--- src/hdl/bvp_pkg.sv ---
// Shared constants, discharge curve tables and stage types for the
// battery voltage to percent block. No dependencies.
package bvp_pkg;

  localparam int CURVE_CAP      = 64;
  localparam int CURVE_PTS_DEF  = 21;
  localparam int MV_W           = 13;
  localparam int PCT_W          = 7;
  localparam int FRAC_SH        = 26;              // fixed-point shift of the slope factor
  localparam int K_W            = PCT_W + FRAC_SH; // slope factor width
  localparam int PROD_W         = MV_W + K_W;
  localparam logic [PCT_W-1:0] PCT_MAX = PCT_W'(100);

  // Discharge curve, top point first. Unused entries read as 0 mV, 0 percent.
  localparam logic [MV_W-1:0] CURVE_MV [CURVE_CAP] = '{
    0: 13'd4200,  1: 13'd4150,  2: 13'd4110,  3: 13'd4080,  4: 13'd4020,
    5: 13'd3980,  6: 13'd3950,  7: 13'd3910,  8: 13'd3870,  9: 13'd3850,
    10: 13'd3840, 11: 13'd3820, 12: 13'd3800, 13: 13'd3790, 14: 13'd3770,
    15: 13'd3750, 16: 13'd3730, 17: 13'd3710, 18: 13'd3690, 19: 13'd3610,
    20: 13'd3270, default: 13'd0
  };

  localparam logic [PCT_W-1:0] CURVE_PCT [CURVE_CAP] = '{
    0: 7'd100, 1: 7'd95,  2: 7'd90,  3: 7'd85,  4: 7'd80,
    5: 7'd75,  6: 7'd70,  7: 7'd65,  8: 7'd60,  9: 7'd55,
    10: 7'd50, 11: 7'd45, 12: 7'd40, 13: 7'd35, 14: 7'd30,
    15: 7'd25, 16: 7'd20, 17: 7'd15, 18: 7'd10, 19: 7'd5,
    20: 7'd0,  default: 7'd0
  };

  // Selected segment: result = base + ((x * k) >> FRAC_SH)
  typedef struct packed {
    logic [PCT_W-1:0] base;
    logic [MV_W-1:0]  x;
    logic [K_W-1:0]   k;
  } seg_t;

endpackage

--- src/hdl/bvp_ifs.sv ---
// Valid/ready channel interfaces for the input samples and the results.
// Depends on bvp_pkg.
interface bvp_in_if import bvp_pkg::*; ();
  logic            valid;
  logic            ready;
  logic [MV_W-1:0] voltage_mv;

  modport source (output valid, output voltage_mv, input ready);
  modport sink   (input valid, input voltage_mv, output ready);
endinterface

interface bvp_out_if import bvp_pkg::*; ();
  logic             valid;
  logic             ready;
  logic [PCT_W-1:0] charge_percent;

  modport source (output valid, output charge_percent, input ready);
  modport sink   (input valid, input charge_percent, output ready);
endinterface

--- src/hdl/bvp_seg_select.sv ---
// Segment search stage: saturation checks, first matching curve segment,
// offset and slope factor, registered. Depends on bvp_pkg.
module bvp_seg_select import bvp_pkg::*; #(
  parameter int CURVE_POINTS = CURVE_PTS_DEF
) (
  input  logic            clk,
  input  logic            rst_n,
  input  logic            up_valid,
  input  logic [MV_W-1:0] v,
  output logic            up_ready,
  output logic            dn_valid,
  output seg_t            dn_data,
  input  logic            dn_ready
);

  localparam int NPTS  = (CURVE_POINTS < 2) ? 2 :
                         ((CURVE_POINTS > CURVE_CAP) ? CURVE_CAP : CURVE_POINTS);
  localparam int SEG_N = NPTS - 1;
  localparam int SEG_W = (SEG_N > 1) ? $clog2(SEG_N) : 1;

  logic [SEG_N-1:0] hit;
  logic [MV_W-1:0]  lo_mv_seg  [SEG_N];
  logic [PCT_W-1:0] lo_pct_seg [SEG_N];
  logic [K_W-1:0]   k_seg      [SEG_N];

  for (genvar g = 0; g < SEG_N; g++) begin : g_seg
    localparam logic [MV_W-1:0]  UP_MV = CURVE_MV[g];
    localparam logic [MV_W-1:0]  LO_MV = CURVE_MV[g+1];
    localparam logic [PCT_W-1:0] UP_P  = CURVE_PCT[g];
    localparam logic [PCT_W-1:0] LO_P  = CURVE_PCT[g+1];
    localparam bit     SEG_OK = (UP_MV > LO_MV);
    localparam longint SPAN   = SEG_OK ? (longint'(UP_MV) - longint'(LO_MV)) : 64'sd1;
    localparam longint DP     = (UP_P >= LO_P) ? (longint'(UP_P) - longint'(LO_P)) : 64'sd0;
    // ceil(DP * 2^FRAC_SH / SPAN): exact floor for every offset up to SPAN
    localparam longint KV     = ((DP <<< FRAC_SH) + SPAN - 64'sd1) / SPAN;

    assign hit[g]        = SEG_OK && (v <= UP_MV) && (v >= LO_MV);
    assign lo_mv_seg[g]  = LO_MV;
    assign lo_pct_seg[g] = LO_P;
    assign k_seg[g]      = KV[K_W-1:0];
  end

  logic [SEG_W-1:0] sel;
  seg_t             seg;
  logic             dn_valid_r, dn_valid_nxt;
  seg_t             dn_data_r;

  always_comb begin
    sel = '0;
    for (int i = SEG_N - 1; i >= 0; i--) begin
      if (hit[i]) begin
        sel = SEG_W'(i);
      end
    end
  end

  always_comb begin
    seg = '0;
    priority if (v >= CURVE_MV[0]) begin
      seg.base = CURVE_PCT[0];
    end else if (v <= CURVE_MV[NPTS-1]) begin
      seg.base = CURVE_PCT[NPTS-1];
    end else if (|hit) begin
      seg.base = lo_pct_seg[sel];
      seg.x    = v - lo_mv_seg[sel];
      seg.k    = k_seg[sel];
    end else begin
      seg.base = '0;
    end
  end

  assign up_ready     = !dn_valid_r || dn_ready;
  assign dn_valid_nxt = up_ready ? up_valid : dn_valid_r;

  always_ff @(posedge clk) begin
    if (!rst_n) begin
      dn_valid_r <= 1'b0;
    end else begin
      dn_valid_r <= dn_valid_nxt;
    end
  end

  always_ff @(posedge clk) begin
    if (up_ready && up_valid) begin
      dn_data_r <= seg;
    end
  end

  assign dn_valid = dn_valid_r;
  assign dn_data  = dn_data_r;

endmodule

--- src/hdl/bvp_interp.sv ---
// Interpolation stage: offset times slope factor plus segment base,
// into the result register. Depends on bvp_pkg and bvp_ifs.
module bvp_interp import bvp_pkg::*; (
  input  logic          clk,
  input  logic          rst_n,
  input  logic          up_valid,
  input  seg_t          up_data,
  output logic          up_ready,
  bvp_out_if.source     out_chan
);

  logic [PROD_W-1:0] prod;
  logic [PCT_W-1:0]  frac_q;
  logic [PCT_W-1:0]  pct_nxt;
  logic              valid_r, valid_nxt;
  logic [PCT_W-1:0]  pct_r;

  assign prod    = {{K_W{1'b0}}, up_data.x} * {{MV_W{1'b0}}, up_data.k};
  assign frac_q  = prod[FRAC_SH +: PCT_W];
  assign pct_nxt = up_data.base + frac_q;

  assign up_ready  = !valid_r || out_chan.ready;
  assign valid_nxt = up_ready ? up_valid : valid_r;

  always_ff @(posedge clk) begin
    if (!rst_n) begin
      valid_r <= 1'b0;
    end else begin
      valid_r <= valid_nxt;
    end
  end

  always_ff @(posedge clk) begin
    if (up_ready && up_valid) begin
      pct_r <= pct_nxt;
    end
  end

  assign out_chan.valid          = valid_r;
  assign out_chan.charge_percent = pct_r;

endmodule

--- src/hdl/battery_voltage_to_percent.sv ---
// An accepted input transaction passes the input, segment search and result
// registers in order before out_chan.valid rises. Throughput: one transaction
// per cycle while out_chan.ready is high; input register, segment search
// register and result register each hold one item and advance independently.
// Reset (rst_n, synchronous, active low) clears the stage valid flags only.
// Top level; depends on bvp_pkg, bvp_ifs, bvp_seg_select, bvp_interp.
module battery_voltage_to_percent import bvp_pkg::*; #(
  parameter int CURVE_POINTS = CURVE_PTS_DEF
) (
  input  logic      clk,
  input  logic      rst_n,
  bvp_in_if.sink    in_chan,
  bvp_out_if.source out_chan
);

  logic            in_valid_r, in_valid_nxt;
  logic [MV_W-1:0] v_r;
  logic            sel_ready;
  logic            sel_valid;
  seg_t            sel_data;
  logic            int_ready;

  assign in_chan.ready = !in_valid_r || sel_ready;
  assign in_valid_nxt  = in_chan.ready ? in_chan.valid : in_valid_r;

  always_ff @(posedge clk) begin
    if (!rst_n) begin
      in_valid_r <= 1'b0;
    end else begin
      in_valid_r <= in_valid_nxt;
    end
  end

  always_ff @(posedge clk) begin
    if (in_chan.ready && in_chan.valid) begin
      v_r <= in_chan.voltage_mv;
    end
  end

  bvp_seg_select #(
    .CURVE_POINTS (CURVE_POINTS)
  ) u_seg_select (
    .clk      (clk),
    .rst_n    (rst_n),
    .up_valid (in_valid_r),
    .v        (v_r),
    .up_ready (sel_ready),
    .dn_valid (sel_valid),
    .dn_data  (sel_data),
    .dn_ready (int_ready)
  );

  bvp_interp u_interp (
    .clk      (clk),
    .rst_n    (rst_n),
    .up_valid (sel_valid),
    .up_data  (sel_data),
    .up_ready (int_ready),
    .out_chan (out_chan)
  );

  // top of curve saturates with a zero slope term
  a_top_sat: assert property (@(posedge clk) disable iff (!rst_n)
    (in_valid_r && sel_ready && (v_r >= CURVE_MV[0]))
      |=> (sel_valid && (sel_data.base == CURVE_PCT[0]) && (sel_data.k == '0)))
    else $error("top saturation not applied");

  // a stalled segment stage keeps its item
  a_sel_hold: assert property (@(posedge clk) disable iff (!rst_n)
    (sel_valid && !int_ready) |=> (sel_valid && $stable(sel_data)))
    else $error("segment stage dropped or changed a stalled item");

  // a stalled input register keeps its sample
  a_in_hold: assert property (@(posedge clk) disable iff (!rst_n)
    (in_valid_r && !sel_ready) |=> (in_valid_r && $stable(v_r)))
    else $error("input register dropped or changed a stalled item");

  a_pct_range: assert property (@(posedge clk) disable iff (!rst_n)
    out_chan.valid |-> (out_chan.charge_percent <= PCT_MAX))
    else $error("charge percent above full scale");

endmodule

--- src/flat_wrapper.sv ---
// flat-port wrapper written by rule: the top's interface ports become plain ports
module battery_voltage_to_percent_flat import bvp_pkg::*;
#(
  parameter int CURVE_POINTS = CURVE_PTS_DEF
)
  (clk, rst_n, in_chan_valid, in_chan_voltage_mv, in_chan_ready, out_chan_valid, out_chan_charge_percent, out_chan_ready);
  bvp_in_if in_chan_i ();
  bvp_out_if out_chan_i ();
  input  logic clk;
  input  logic rst_n;
  input wire logic [$bits(in_chan_i.valid)-1:0] in_chan_valid;
  input wire logic [$bits(in_chan_i.voltage_mv)-1:0] in_chan_voltage_mv;
  output wire logic [$bits(in_chan_i.ready)-1:0] in_chan_ready;
  output wire logic [$bits(out_chan_i.valid)-1:0] out_chan_valid;
  output wire logic [$bits(out_chan_i.charge_percent)-1:0] out_chan_charge_percent;
  input wire logic [$bits(out_chan_i.ready)-1:0] out_chan_ready;
  assign in_chan_i.valid = in_chan_valid;
  assign in_chan_i.voltage_mv = in_chan_voltage_mv;
  assign in_chan_ready = in_chan_i.ready;
  assign out_chan_valid = out_chan_i.valid;
  assign out_chan_charge_percent = out_chan_i.charge_percent;
  assign out_chan_i.ready = out_chan_ready;
  battery_voltage_to_percent #(.CURVE_POINTS(CURVE_POINTS)) u_core (.clk(clk), .rst_n(rst_n), .in_chan(in_chan_i), .out_chan(out_chan_i));
endmodule
--- config.mk ---
export PLATFORM = sky130hd
export DESIGN_NAME = battery_voltage_to_percent_flat
export DESIGN_NICKNAME = d
export VERILOG_FILES = /design/src/hdl/bvp_pkg.sv /design/src/hdl/bvp_ifs.sv /design/src/hdl/bvp_seg_select.sv /design/src/hdl/bvp_interp.sv /design/src/hdl/battery_voltage_to_percent.sv /design/src/flat_wrapper.sv
export SDC_FILE = /design/constraint.sdc
export NUM_CORES = 1
export LEC_CHECK = 0
export BUFFER_PORTS_ARGS = -buffer_cell sky130_fd_sc_hd__buf_4
export CAP_MARGIN = 20
export CORE_AREA = 2 2 172 174
export CTS_CLUSTER_DIAMETER = 40
export DETAILED_ROUTE_END_ITERATION = 6
export DIE_AREA = 0 0 174 176
export PLACE_DENSITY = 0.64
export SLEW_MARGIN = 25
export SYNTH_ARGS = -nofsm -noshare
export SYNTH_HDL_FRONTEND = slang
export SYNTH_HIERARCHICAL = 1
export SYNTH_SLANG_ARGS = --single-unit
--- constraint.sdc ---
create_clock -name clk -period 9 [get_ports clk]
set_input_delay 0.9 -clock clk [delete_from_list [all_inputs] [get_ports clk]]
set_output_delay 0.9 -clock clk [all_outputs]
set_load 0.1 [all_outputs]
==> impl_metrics.prom <==
# TYPE chip_impl_metric gauge
chip_impl_info{name="status",value="complete, no violations"} 1
chip_impl_metric{name="critical_path_arrival",unit="ns"} 7.96
chip_impl_metric{name="clock_latency",unit="ns"} 0.30
chip_impl_info{name="cpMostUsedCell",value="sky130_fd_sc_hd__fa_1"} 1
chip_impl_metric{name="avgSynthCellArea",unit="µm²"} 8.74
chip_impl_metric{name="fillCellCount",unit=""} 2750
chip_impl_metric{name="multi_input_comb_area",unit="µm²"} 10700
chip_impl_metric{name="netlist_cell_types",unit=""} 93
chip_impl_metric{name="drive_gt1_share",unit="%"} 5.84
chip_impl_info{name="cpMaxStageDelayCell",value="sky130_fd_sc_hd__edfxtp_1"} 1
chip_impl_metric{name="die_width",unit="µm"} 174
chip_impl_metric{name="largest_net_degree_at_the_start_of_global_routing",unit=""} 40
chip_impl_metric{name="initial_cell_density_of_the_core",unit="%"} 49.6
chip_impl_metric{name="grt_use_total",unit="%"} 23.8
chip_impl_metric{name="clockBufferDepth",unit=""} 2
chip_impl_metric{name="crit_buf_inv",unit=""} 4
chip_impl_info{name="dr.max_layer_used",value="met4"} 1
chip_impl_metric{name="portBuffers",unit=""} 25
chip_impl_metric{name="dp_hpwl",unit="µm"} 25500
chip_impl_info{name="cts_root_buffer",value="sky130_fd_sc_hd__clkbuf_16"} 1
chip_impl_info{name="cts_tree",value="done"} 1
chip_impl_metric{name="area.sequential",unit="µm²"} 1650
chip_impl_metric{name="fp.dieArea",unit="µm²"} 30600
chip_impl_metric{name="final_antenna_net_count",unit=""} 0
chip_impl_metric{name="max_freq",unit="GHz"} 0.126
chip_impl_metric{name="clock-skew-final",unit="ns"} 0.00572
chip_impl_metric{name="met3_wirelength",unit="µm"} 1730
chip_impl_info{name="synth.area.top_cells",value="sky130_fd_sc_hd__fa_1 (38%), sky130_fd_sc_hd__edfxtp_1 (11%), sky130_fd_sc_hd__inv_1 (9.0%)"} 1
chip_impl_metric{name="place_congestion",unit=""} 0.913
chip_impl_metric{name="drt_pass1_iterations",unit=""} 6
chip_impl_metric{name="report.final.slew_viol_count",unit=""} 0
chip_impl_metric{name="synth_edf_count",unit=""} 53
chip_impl_metric{name="wire_length_of_the_first_global_routing_pass",unit="µm"} 58500
chip_impl_metric{name="routed-wl-met2",unit="µm"} 16400
chip_impl_metric{name="cts_resized",unit=""} 0
chip_impl_info{name="yosysMostFrequentCell",value="sky130_fd_sc_hd__inv_1"} 1
chip_impl_info{name="worst_setup_path_end_kind",value="flop"} 1
chip_impl_metric{name="area_growth_syn_to_layout",unit="%"} 3.76
chip_impl_info{name="cp-start-kind",value="flop"} 1
chip_impl_info{name="worst_r2r_startpoint",value="u_core/u_seg_select/dn_data[38]"} 1
chip_impl_metric{name="grt_pass1_vias",unit=""} 11400
chip_impl_metric{name="clkSinkCount",unit=""} 56
chip_impl_metric{name="critical_path.max_fanout",unit=""} 15
chip_impl_metric{name="timing.max_cap.violations",unit=""} 0
chip_impl_metric{name="critical_path_required",unit="ns"} 9.05
chip_impl_metric{name="drt_drc_violations_left",unit=""} 0
chip_impl_metric{name="tightest_slew",unit="ns"} 1.02
chip_impl_info{name="timing.critical_path.max_delay_family",value="adder cells"} 1
chip_impl_metric{name="cts.clk_slew.worst_paths",unit="ns"} 0.07
chip_impl_metric{name="m1WireLength",unit="µm"} 15400
chip_impl_metric{name="grt.overflow.total",unit=""} 0
chip_impl_metric{name="ant_diodes",unit=""} 0
chip_impl_metric{name="async_s_r_ff_share_synth",unit="%"} 0
chip_impl_metric{name="post-cts-setup-buffer-count",unit=""} 0
chip_impl_metric{name="total_negative_slack_for_setup_checks",unit="ns"} 0
chip_impl_metric{name="min_delay_path_depth",unit=""} 2
chip_impl_metric{name="synthDominantCellAreaShare",unit="%"} 38.0
chip_impl_metric{name="ff2ff_path_depth",unit=""} 26
chip_impl_metric{name="route.final.wire_length",unit="µm"} 34000
chip_impl_metric{name="setup_viol_count_final",unit=""} 0
chip_impl_metric{name="grt_antenna_before_repair",unit=""} 0
chip_impl_metric{name="viasPerCell",unit=""} 5.36
chip_impl_info{name="hold-path-endpoint",value="u_core/u_interp/out_chan.valid"} 1
chip_impl_metric{name="cts_hold_buffers",unit=""} 0
chip_impl_metric{name="netlist_instances",unit=""} 1620
chip_impl_info{name="holdCritPathClass",value="flop to flop"} 1
chip_impl_info{name="most_frequently_used_flop_master_after_synthesis",value="sky130_fd_sc_hd__edfxtp_1"} 1
chip_impl_metric{name="routed-via-count",unit=""} 10500
chip_impl_metric{name="routed_wire_length_per_instance",unit="µm"} 17.4
chip_impl_metric{name="synth_seq_area_share",unit="%"} 11.7
chip_impl_info{name="synth_commonest_cells",value="sky130_fd_sc_hd__inv_1 (338), sky130_fd_sc_hd__fa_1 (269), sky130_fd_sc_hd__nand2_1 (245)"} 1
chip_impl_info{name="worst_setup_path_startpoint",value="u_core/u_seg_select/dn_data[38]"} 1
chip_impl_metric{name="relSlewSlack",unit="%"} 32.2
chip_impl_metric{name="yosysWarnings",unit=""} 6
chip_impl_info{name="crit_type",value="flop to flop"} 1
chip_impl_metric{name="clock_tree.htree_level_count",unit=""} 2
chip_impl_metric{name="final-hold-violation-count",unit=""} 0
chip_impl_metric{name="max_stage_delay",unit="ns"} 0.81
chip_impl_metric{name="core-area",unit="µm²"} 28500
chip_impl_metric{name="final.min_clock_period",unit="ns"} 7.91
chip_impl_info{name="rsz0062_at_grt",value="no"} 1
chip_impl_metric{name="net_count_of_the_finished_layout",unit=""} 1935
chip_impl_metric{name="final.period_utilization",unit="%"} 87.9
chip_impl_info{name="reg2reg_to",value="u_core/u_interp/out_chan.charge_percent[6]"} 1
chip_impl_metric{name="reg2reg_slack",unit="ns"} 1.09
chip_impl_metric{name="die-height",unit="µm"} 176
chip_impl_metric{name="ys_ff_latch",unit=""} 56
chip_impl_metric{name="cts_buffers",unit=""} 5
chip_impl_metric{name="num_io_pins",unit=""} 26
chip_impl_metric{name="synth.cell_area",unit="µm²"} 14200
chip_impl_info{name="min-delay-start",value="u_core/u_seg_select/dn_valid"} 1
chip_impl_info{name="yosys.area.top_type",value="sky130_fd_sc_hd__fa_1"} 1
chip_impl_metric{name="drt_first_iter_violations",unit=""} 734
chip_impl_metric{name="core.rowCount",unit=""} 62
## per-layer routing
metal | global-route usage [%] | vias to the layer above
met2 | 41.0 | 307
met3 | 2.35 | 46
met4 | 4.87 | 0
li1 | - | 4872
met5 | 0 | -
met1 | 33.0 | 5277
## worst register-to-register path, stage by stage (launching register included)
cell                       delay [ns]
sky130_fd_sc_hd__edfxtp_1        0.81
sky130_fd_sc_hd__buf_4           0.36
sky130_fd_sc_hd__nand2_1         0.11
sky130_fd_sc_hd__fa_1            0.51
sky130_fd_sc_hd__fa_1            0.52
sky130_fd_sc_hd__inv_1           0.05
sky130_fd_sc_hd__fa_1            0.46
sky130_fd_sc_hd__fa_1            0.54
sky130_fd_sc_hd__inv_1           0.06
sky130_fd_sc_hd__fa_1            0.55
sky130_fd_sc_hd__inv_1           0.06
sky130_fd_sc_hd__ha_1            0.35
sky130_fd_sc_hd__nand4_1         0.16
sky130_fd_sc_hd__or4_1           0.56
sky130_fd_sc_hd__a211o_1         0.25
sky130_fd_sc_hd__o21ai_2         0.36
sky130_fd_sc_hd__o31ai_1         0.20
sky130_fd_sc_hd__and2b_1         0.20
sky130_fd_sc_hd__xnor2_1         0.16
sky130_fd_sc_hd__fa_1            0.45
sky130_fd_sc_hd__a21oi_1         0.17
sky130_fd_sc_hd__nor2b_1         0.08
sky130_fd_sc_hd__o21ai_0         0.14
sky130_fd_sc_hd__a21oi_1         0.11
sky130_fd_sc_hd__xnor2_1         0.14
sky130_fd_sc_hd__xnor2_1         0.21
sky130_fd_sc_hd__xnor2_1         0.09
## cells by family after synthesis
logic type,after synthesis,synth area share [%]
other,1,0.0265
AND/OR/NAND/NOR,565,20.0
adder cells (fa/ha/maj),343,44.6
XOR/XNOR,34,2.10
flip-flops,56,11.7
AO/OA/AOI/OAI,170,8.70
buffers and inverters,448,12.7
multiplexers,3,0.221
## sequential cells by signal, indices dropped and copies added (netlist names)
name                                     count
u_core/u_interp/out_chan.charge_percent      7
u_core/u_interp/out_chan.valid               1
u_core/u_seg_select/dn_valid                 1
u_core/in_valid_r                            1
u_core/v_r                                  13
u_core/u_seg_select/dn_data                 33
## cell type report
cell class	instances	share of cell area (%)
clock buffer	5	0.852
sequential	56	11.2
tap	384	3.27
multi-input combinational	1122	73.0
timing repair buffer	52	2.81
inverter	338	8.64
clock inverter	3	0.153
## through the flow
stage | util [%] | instances | setup WS (ns) | cell area, µm² | hold WS, ns
2_1_floorplan | - | 1626 | 2.04 | 14200 | 0.444
3_3_place_gp | 50.8 | 1949 | 1.18 | 14500 | 0.462
5_1_grt | 51.5 | 1960 | 0.628 | 14700 | 0.507
4_1_cts | 51.3 | 1957 | 1.03 | 14600 | 0.488
3_5_place_dp | 50.8 | 1949 | 1.05 | 14500 | 0.476
6_report | 51.5 | 1960 | 1.09 | 14700 | 0.481
## worst max path at each step
stage / depth (start not counted) / slack (ns) / end
2_1_floorplan: 28 / 2.04 / u_core/u_interp/out_chan.charge_percent[6]
6_report: 26 / 1.09 / u_core/u_interp/out_chan.charge_percent[6]
3_3_place_gp: 27 / 1.18 / u_core/u_interp/out_chan.charge_percent[6]
3_5_place_dp: 24 / 1.05 / u_core/u_interp/out_chan.charge_percent[6]
4_1_cts: 24 / 1.03 / u_core/u_interp/out_chan.charge_percent[6]
5_1_grt: 25 / 0.63 / u_core/u_interp/out_chan.charge_percent[6]
## cells in the final DEF (no fill, tap or decap), drive strengths merged, types with 4 or more instances in the layout
cell type	Yosys	layout
o2bb2ai	4	4
o31ai	5	5
nor2	61	61
o21a	8	8
fa	269	269
o22ai	7	7
conb	1	7
a211oi	7	7
nand2	245	245
nand4	8	8
xor2	6	6
inv	338	339
buf	44	52
or2	4	4
nor4	10	10
nand3	16	16
nor3	24	24
or3	5	5
edfxtp	53	53
clkbuf	66	5
a21boi	8	8
o211a	4	4
ha	74	74
nor2b	9	9
a221oi	4	4
a21o	7	7
and3	5	5
a21oi	31	31
nand2b	12	12
o21ai	29	29
or4	5	5
xnor2	28	28
o211ai	7	7
a31oi	5	5
and2	145	145
Power is left out: the tool's default activity adds up to more than one toggle a clock period on the data nets, which glitch-free logic cannot reach.
